File: config.mk
export PLATFORM = sky130hd
export DESIGN_NAME = sorted_unique_key_set
export DESIGN_NICKNAME = d
export VERILOG_FILES = /design/src/rtl/skset_pkg.sv /design/src/rtl/sorted_unique_key_set.sv /design/src/rtl/skset_mem.sv /design/src/rtl/skset_ctrl.sv
export SDC_FILE = /design/constraint.sdc
export NUM_CORES = 1
export LEC_CHECK = 0
export ABC_AREA = 1
export BUFFER_PORTS_ARGS = -buffer_cell sky130_fd_sc_hd__buf_2
export CAP_MARGIN = 25
export CORE_UTILIZATION = 60
export CTS_BUF_LIST = sky130_fd_sc_hd__clkbuf_8
export CTS_CLUSTER_SIZE = 16
export DETAILED_ROUTE_END_ITERATION = 7
export PLACE_DENSITY_LB_ADDON = 0.1
export SLEW_MARGIN = 25
export SYNTH_ARGS = -nofsm -noshare
export SYNTH_HDL_FRONTEND = slang
export SYNTH_SLANG_ARGS = --single-unit
File: constraint.sdc
create_clock -name clock -period 9.45 [get_ports clock]
set_input_delay 2.835 -clock clock [delete_from_list [all_inputs] [get_ports clock]]
set_output_delay 2.835 -clock clock [all_outputs]
set_load 0.01 [all_outputs]
File: src/rtl/skset_pkg.sv
// types and codes shared by the sorted key set modules
package skset_pkg;

   // fixed field widths of the channels
   localparam int KEY_FIELD_W   = 16;
   localparam int STATUS_W      = 3;
   localparam int COUNT_FIELD_W = 5;

   // operation kinds
   localparam logic KIND_INSERT = 1'b0;
   localparam logic KIND_DELETE = 1'b1;

   // result status codes
   localparam logic [STATUS_W-1:0] STAT_INSERTED  = 3'd0;
   localparam logic [STATUS_W-1:0] STAT_DUPLICATE = 3'd1;
   localparam logic [STATUS_W-1:0] STAT_DELETED   = 3'd2;
   localparam logic [STATUS_W-1:0] STAT_NOT_FOUND = 3'd3;
   localparam logic [STATUS_W-1:0] STAT_EMPTY     = 3'd4;
   localparam logic [STATUS_W-1:0] STAT_FULL      = 3'd5;

   typedef struct packed {
      logic                   kind;
      logic [KEY_FIELD_W-1:0] key;
   } skset_req_type;

   typedef struct packed {
      logic [STATUS_W-1:0]      status;
      logic [COUNT_FIELD_W-1:0] count;
   } skset_rsp_type;

   // finished operation handed from the sequencer to the output stage
   typedef struct packed {
      logic          valid;
      skset_rsp_type beat;
   } skset_done_type;

endpackage

File: src/rtl/sorted_unique_key_set.sv
// sorted unique key set: top level with key store, sequencer and output register
//
// Keeps up to CAPACITY distinct keys in ascending order. Each req_ beat is an
// insert (kind 0) or a delete (kind 1) of one key; only the low KEY_WIDTH bits
// of the key count. Each item gives exactly one rsp_ beat with a status and
// the number of keys held afterwards (low 5 bits).
// Items are taken one at a time: req_stall is high from acceptance until the
// result has moved to the output register. The sequencer streams the key
// store one entry per cycle through its single read port, writing the
// rippled entry back in the same cycle; a duplicate, a full set or an
// absent key may end the walk early.
// The output register holds one result; while rsp_stall is high it keeps
// it and the next item is still taken and worked, then waits for the slot.
// Reset empties the set and drops any pending result; the key store itself
// is not cleared, entries are only read below the current count.
module sorted_unique_key_set #(
   parameter int CAPACITY  = 16,
   parameter int KEY_WIDTH = 16
) (
   input  logic                     clock,
   input  logic                     reset,
   input  logic                     req_valid,
   output logic                     req_stall,
   input  skset_pkg::skset_req_type req_payload,
   output logic                     rsp_valid,
   input  logic                     rsp_stall,
   output skset_pkg::skset_rsp_type rsp_payload
);

   import skset_pkg::*;

   localparam int SK_W  = (KEY_WIDTH < KEY_FIELD_W) ? KEY_WIDTH : KEY_FIELD_W;
   localparam int IDX_W = $clog2(CAPACITY);

   logic             busy;
   logic             mem_wr_en;
   logic [IDX_W-1:0] mem_wr_addr;
   logic [SK_W-1:0]  mem_wr_data;
   logic             mem_rd_en;
   logic [IDX_W-1:0] mem_rd_addr;
   logic [SK_W-1:0]  mem_rd_data;
   skset_done_type   done;
   logic             done_take;

   logic             rsp_valid_ff,   rsp_valid_in;
   skset_rsp_type    rsp_payload_ff, rsp_payload_in;

   skset_mem #(
      .DEPTH  (CAPACITY),
      .WIDTH  (SK_W),
      .ADDR_W (IDX_W)
   ) u_mem (
      .clock   (clock),
      .wr_en   (mem_wr_en),
      .wr_addr (mem_wr_addr),
      .wr_data (mem_wr_data),
      .rd_en   (mem_rd_en),
      .rd_addr (mem_rd_addr),
      .rd_data (mem_rd_data)
   );

   skset_ctrl #(
      .CAPACITY (CAPACITY),
      .SK_W     (SK_W),
      .IDX_W    (IDX_W)
   ) u_ctrl (
      .clock       (clock),
      .reset       (reset),
      .req_valid   (req_valid),
      .req_payload (req_payload),
      .busy        (busy),
      .mem_wr_en   (mem_wr_en),
      .mem_wr_addr (mem_wr_addr),
      .mem_wr_data (mem_wr_data),
      .mem_rd_en   (mem_rd_en),
      .mem_rd_addr (mem_rd_addr),
      .mem_rd_data (mem_rd_data),
      .done        (done),
      .done_take   (done_take)
   );

   // output register loads when empty or being drained
   assign done_take = !rsp_valid_ff || !rsp_stall;

   always_comb begin
      rsp_valid_in   = rsp_valid_ff;
      rsp_payload_in = rsp_payload_ff;
      if (done.valid && done_take) begin
         rsp_valid_in   = 1'b1;
         rsp_payload_in = done.beat;
      end else if (rsp_valid_ff && !rsp_stall) begin
         rsp_valid_in = 1'b0;
      end
   end

   always_ff @(posedge clock) begin
      if (reset) begin
         rsp_valid_ff <= 1'b0;
      end else begin
         rsp_valid_ff <= rsp_valid_in;
      end
      rsp_payload_ff <= rsp_payload_in;
   end

   assign req_stall   = busy;
   assign rsp_valid   = rsp_valid_ff;
   assign rsp_payload = rsp_payload_ff;

endmodule

File: src/rtl/skset_mem.sv
// key store: one write port, one read port, registered read data
module skset_mem #(
   parameter int DEPTH  = 16,
   parameter int WIDTH  = 16,
   parameter int ADDR_W = 4
) (
   input  logic              clock,
   input  logic              wr_en,
   input  logic [ADDR_W-1:0] wr_addr,
   input  logic [WIDTH-1:0]  wr_data,
   input  logic              rd_en,
   input  logic [ADDR_W-1:0] rd_addr,
   output logic [WIDTH-1:0]  rd_data
);

   logic [WIDTH-1:0] mem_ff [DEPTH];
   logic [WIDTH-1:0] rd_data_ff;

   // write port
   always_ff @(posedge clock) begin
      if (wr_en) begin
         mem_ff[wr_addr] <= wr_data;
      end
   end

   // read port, registered output held while rd_en is low
   always_ff @(posedge clock) begin
      if (rd_en) begin
         rd_data_ff <= mem_ff[rd_addr];
      end
   end

   assign rd_data = rd_data_ff;

endmodule

File: src/rtl/skset_ctrl.sv
// walk sequencer: streams the key store, finds the slot and ripples entries
module skset_ctrl #(
   parameter int CAPACITY = 16,
   parameter int SK_W     = 16,
   parameter int IDX_W    = 4
) (
   input  logic                       clock,
   input  logic                       reset,
   input  logic                       req_valid,
   input  skset_pkg::skset_req_type   req_payload,
   output logic                       busy,
   output logic                       mem_wr_en,
   output logic [IDX_W-1:0]           mem_wr_addr,
   output logic [SK_W-1:0]            mem_wr_data,
   output logic                       mem_rd_en,
   output logic [IDX_W-1:0]           mem_rd_addr,
   input  logic [SK_W-1:0]            mem_rd_data,
   output skset_pkg::skset_done_type  done,
   input  logic                       done_take
);

   import skset_pkg::*;

   localparam int CNT_W = $clog2(CAPACITY + 1);
   localparam logic [CNT_W-1:0] CAP_CNT = CNT_W'(CAPACITY);

   localparam logic [1:0] S_IDLE = 2'd0;
   localparam logic [1:0] S_RUN  = 2'd1;
   localparam logic [1:0] S_DONE = 2'd2;

   logic [1:0]          state_ff,    state_in;
   logic [CNT_W-1:0]    count_ff,    count_in;
   logic [CNT_W-1:0]    nxt_ff,      nxt_in;
   logic                pend_ff,     pend_in;
   logic [IDX_W-1:0]    pend_idx_ff, pend_idx_in;
   logic                found_ff,    found_in;
   logic [SK_W-1:0]     carry_ff,    carry_in;
   logic                kind_ff,     kind_in;
   logic [SK_W-1:0]     key_ff,      key_in;
   logic [STATUS_W-1:0] stat_ff,     stat_in;

   // next state: search phase compares, shift phase ripples entries by one
   always_comb begin
      logic fin;
      fin         = 1'b0;
      state_in    = state_ff;
      count_in    = count_ff;
      nxt_in      = nxt_ff;
      pend_in     = 1'b0;
      pend_idx_in = pend_idx_ff;
      found_in    = found_ff;
      carry_in    = carry_ff;
      kind_in     = kind_ff;
      key_in      = key_ff;
      stat_in     = stat_ff;
      mem_wr_en   = 1'b0;
      mem_wr_addr = pend_idx_ff;
      mem_wr_data = carry_ff;
      mem_rd_en   = 1'b0;
      mem_rd_addr = nxt_ff[IDX_W-1:0];

      unique case (state_ff)
         S_IDLE: begin
            if (req_valid) begin
               kind_in  = req_payload.kind;
               key_in   = SK_W'(req_payload.key);
               nxt_in   = '0;
               found_in = 1'b0;
               state_in = S_RUN;
            end
         end
         S_RUN: begin
            // entry read last cycle is here now
            if (pend_ff) begin
               if (!found_ff) begin
                  if (mem_rd_data >= key_ff) begin
                     if (kind_ff == KIND_INSERT) begin
                        if (mem_rd_data == key_ff) begin
                           fin     = 1'b1;
                           stat_in = STAT_DUPLICATE;
                        end else if (count_ff == CAP_CNT) begin
                           fin     = 1'b1;
                           stat_in = STAT_FULL;
                        end else begin
                           mem_wr_en   = 1'b1;
                           mem_wr_addr = pend_idx_ff;
                           mem_wr_data = key_ff;
                           carry_in    = mem_rd_data;
                           found_in    = 1'b1;
                        end
                     end else begin
                        if (mem_rd_data == key_ff) begin
                           found_in = 1'b1;
                        end else begin
                           fin     = 1'b1;
                           stat_in = STAT_NOT_FOUND;
                        end
                     end
                  end
               end else if (kind_ff == KIND_INSERT) begin
                  // move the displaced key up one slot
                  mem_wr_en   = 1'b1;
                  mem_wr_addr = pend_idx_ff;
                  mem_wr_data = carry_ff;
                  carry_in    = mem_rd_data;
               end else begin
                  // close the gap left by the deleted key
                  mem_wr_en   = 1'b1;
                  mem_wr_addr = pend_idx_ff - 1'b1;
                  mem_wr_data = mem_rd_data;
               end
            end else if (nxt_ff == count_ff) begin
               // walked past the last entry
               fin = 1'b1;
               if (kind_ff == KIND_INSERT) begin
                  if (!found_ff && count_ff == CAP_CNT) begin
                     stat_in = STAT_FULL;
                  end else begin
                     mem_wr_en   = 1'b1;
                     mem_wr_addr = count_ff[IDX_W-1:0];
                     mem_wr_data = found_ff ? carry_ff : key_ff;
                     count_in    = count_ff + 1'b1;
                     stat_in     = STAT_INSERTED;
                  end
               end else if (found_ff) begin
                  count_in = count_ff - 1'b1;
                  stat_in  = STAT_DELETED;
               end else if (count_ff == '0) begin
                  stat_in = STAT_EMPTY;
               end else begin
                  stat_in = STAT_NOT_FOUND;
               end
            end

            // issue the next read of the walk
            if (fin) begin
               state_in = S_DONE;
            end else if (nxt_ff < count_ff) begin
               mem_rd_en   = 1'b1;
               pend_in     = 1'b1;
               pend_idx_in = nxt_ff[IDX_W-1:0];
               nxt_in      = nxt_ff + 1'b1;
            end
         end
         S_DONE: begin
            if (done_take) begin
               state_in = S_IDLE;
            end
         end
         default: begin
            state_in = S_IDLE;
         end
      endcase
   end

   // control registers
   always_ff @(posedge clock) begin
      if (reset) begin
         state_ff <= S_IDLE;
         count_ff <= '0;
         pend_ff  <= 1'b0;
         found_ff <= 1'b0;
      end else begin
         state_ff <= state_in;
         count_ff <= count_in;
         pend_ff  <= pend_in;
         found_ff <= found_in;
      end
   end

   // walk payload registers
   always_ff @(posedge clock) begin
      nxt_ff      <= nxt_in;
      pend_idx_ff <= pend_idx_in;
      carry_ff    <= carry_in;
      kind_ff     <= kind_in;
      key_ff      <= key_in;
      stat_ff     <= stat_in;
   end

   assign busy              = (state_ff != S_IDLE);
   assign done.valid        = (state_ff == S_DONE);
   assign done.beat.status  = stat_ff;
   assign done.beat.count   = COUNT_FIELD_W'(count_ff);

endmodule

==> out/qor.yml <==
finish:
  fillCellCount: 1824
  areaGrowthSynthToFinish_pct: 9.50
  nets: 1339
  drive_gt1_share_pct: 12.1
  antenna_cells: 0
run:
  cap_violations: 0
timing:
  setup_viol: 0
  max_freq_ghz: 0.242
  skew_ns: 0.0218
  worstMarginPinSlew_ns: 0.962
  min_period_over_period_pct: 43.7
  tns_ns: 0
  slew_violations: 0
  hold_viol_final: 0
  slew_headroom_pct: 35.8
  fin_crit_ns: 4.13
  rsz0062_at_grt: "no"
critical_path:
  endpoint_kind: "register"
  startpoint_type: "register"
  r2r_end: "u_mem.mem_ff[11][0]"
  crit_type: "register to register"
  path_max_fanout: 40
  reg2reg_slack_ns: 5.32
  reg2regPathDepth: 10
  worstPathArrival_ns: 4.33
  r2r-start: "u_ctrl.nxt_ff[0]"
  critPathRequiredTime_ns: 9.65
floorplanning:
  core-area_um2: 24300
  rows: 57
  start_util_pct: 61.2
  fp.dieH_um: 159
  design.die.area_um2: 25400
  io_pins: 31
  die_x_um: 159
synthesis:
  yosys-top-cells-area: "edfxtp_1, nor2_1, nand2_1"
  synth-seq-cells: 335
  syn_area_um2: 14900
  synth_common_cells: "edfxtp_1, nor2_1, nand2_1, nand3_1"
  synth-seq-area-share_pct: 67.0
  synth_edf_count: 325
  yosysTopAreaCell: "edfxtp_1"
  yosysWarnings: 0
  synth_top_area_share_pct: 65.6
  synthCells: 1264
  synth.most_common_cell: "edfxtp_1"
  syn_avg_cell_area_um2: 11.8
  synth_fp_nets: 1312
  netlist-cell-type-count: 48
  async_reset_ff_share_pct: 0
  yosys_most_used_dff: "edfxtp_1"
cts:
  cts_sinks: 335
  cts-root-buf: "clkbuf_8"
  cts_tree: "yes"
  cts_buffer_depth: 3
  clk_latency_ns: 0.59
  h-tree-depth: 2
  numCtsBuffers: 53
  cts_resized: 0
  post_cts_buffers: 0
  hold_buffers: 0
  clkTransAtPathRegs_ns: 0.07
place:
  place_congestion: 0.903
  post-dp-hpwl_um: 21500
  port_buffers: 30
grt:
  grt_pass1_vias: 9463
  grt_pass1_wl_um: 54000
  antenna_found_initial: 0
  track_usage_pct: 28.2
  overflow: 0
  grt_max_degree: 84
power:
  ir_worst_vdd_v: 0.000173
  leakage_nw: 5.87
  p_total_mw: 3.34
  power.density_nw_per_um2: 205
route:
  drc: 0
  avgRoutedWirePerCell_um: 21.1
  via_count: 9961
  dr.pass1.iters: 6
  antenna_left: 0
  drt-initial-drc-count: 1033
  routed_wl_um: 35000
  viasPerCell: 6.01
status:
  run_status: "completed"
hold_path:
  min_from: "u_ctrl.stat_ff[1]"
  min_path_type: "register to register"
  hold_end: "rsp_payload[6]"
  whs_path_depth: 0
==> flip-flops by register name (all words and copies together) (netlist names) <==
| name | count |
|---|---|
| u_mem.mem_ff | 256 |
| u_ctrl.carry_ff | 16 |
| u_ctrl.key_ff | 16 |
| u_mem.rd_data | 16 |
| rsp_payload | 8 |
| u_ctrl.count_ff | 5 |
| u_ctrl.nxt_ff | 5 |
| u_ctrl.pend_idx_ff | 4 |
| u_ctrl.stat_ff | 3 |
| u_ctrl.state_ff | 2 |
| rsp_valid | 1 |
| u_ctrl.found_ff | 1 |
| u_ctrl.kind_ff | 1 |
| u_ctrl.pend_ff | 1 |
==> placed cells by master (no fill, tap or decap), drive strengths merged, types with 6 or more instances in the layout <==
cell    synthesis  layout
a21oi          26      26
a22oi          24      24
a31oi           8       8
buf            31      42
clkbuf         39      55
clkinv          4      22
dfxtp          10      10
edfxtp        325     325
ha             26      26
inv            88     109
mux2i          24      24
nand2         167     167
nand3         108     108
nor2          193     193
nor3            6       6
o211ai         11      11
o21ai          87      87
o221ai         24      24
o32ai          40      40
==> worst max-delay path, stage by stage, from the launching register on <==
cell      delay [ns]
edfxtp_1        0.36
clkinv_2        0.48
ha_1            0.54
nand3_2         0.10
nor3_4          0.64
nand3_2         0.21
inv_2           0.12
nand3_1         0.09
o211ai_1        0.18
nand2_1         0.24
nor2_2          0.79
==> layout make-up <==
type                       count  area [um^2]  area share [%]
sequential                   335         9960            61.2
multi-input combinational    767         4310            26.4
inverter                      92          347            2.13
tap                          324          405            2.49
clock buffer                  55          757            4.65
clock inverter                43          270            1.66
timing repair buffer          42          240            1.48
==> power by group <==
group	total (mW)	switching (mW)	internal (mW)
combinational	0.453	0.330	0.123
sequential	1.70	0.0189	1.68
clock	1.19	0.561	0.627
total	3.34	0.910	2.43
==> worst max-delay path by stage <==
stage | start | to | cells after the start
after floorplan | rsp_stall | rsp_payload[0] | 3
after global placement | u_ctrl.nxt_ff[0] | u_mem.mem_ff[11][14] | 12
after detailed placement | u_ctrl.nxt_ff[0] | u_mem.mem_ff[1][2] | 10
after CTS | u_ctrl.nxt_ff[0] | u_mem.mem_ff[1][2] | 9
after global routing | u_ctrl.nxt_ff[0] | u_mem.mem_ff[1][6] | 9
final | u_ctrl.nxt_ff[0] | u_mem.mem_ff[11][0] | 10
==> per-stage QoR <==
| step | std cells | cell area [um^2] | worst slack, ns | hold slack [ns] | utilization, % |
|---|---|---|---|---|---|
| global route | 1658 | 16300 | 5.06 | 0.439 | 67.0 |
| floorplan | 1264 | 14900 | 5.75 | 0.400 | - |
| detailed placement | 1560 | 15300 | 5.36 | 0.405 | 62.7 |
| finish | 1658 | 16300 | 5.32 | 0.420 | 67.0 |
| global placement | 1560 | 15300 | 5.45 | 0.403 | 62.7 |
| CTS | 1658 | 16300 | 5.30 | 0.421 | 66.9 |
==> layer usage <==
layer | wire length, um | global-route usage, %
met1 | 14900 | 39.8
met2 | 15400 | 41.9
met4 | 2000 | 15.7
met3 | 2760 | 4.98
met5 | 0 | 0
==> cells by family (layout without fill, tap and decap cells) <==
| kind of cell | after synthesis | count (layout) | synth area share [%] |
|---|---|---|---|
| compound gates | 228 | 228 | 10.4 |
| xor+xnor | 5 | 5 | 0.294 |
| fa+ha+maj | 27 | 27 | 2.32 |
| buf+inv | 162 | 232 | 4.40 |
| flops | 335 | 335 | 67.0 |
| mux | 24 | 24 | 1.62 |
| simple gates | 483 | 483 | 14.0 |
No activity file was read; power rests on OpenSTA's default activity.
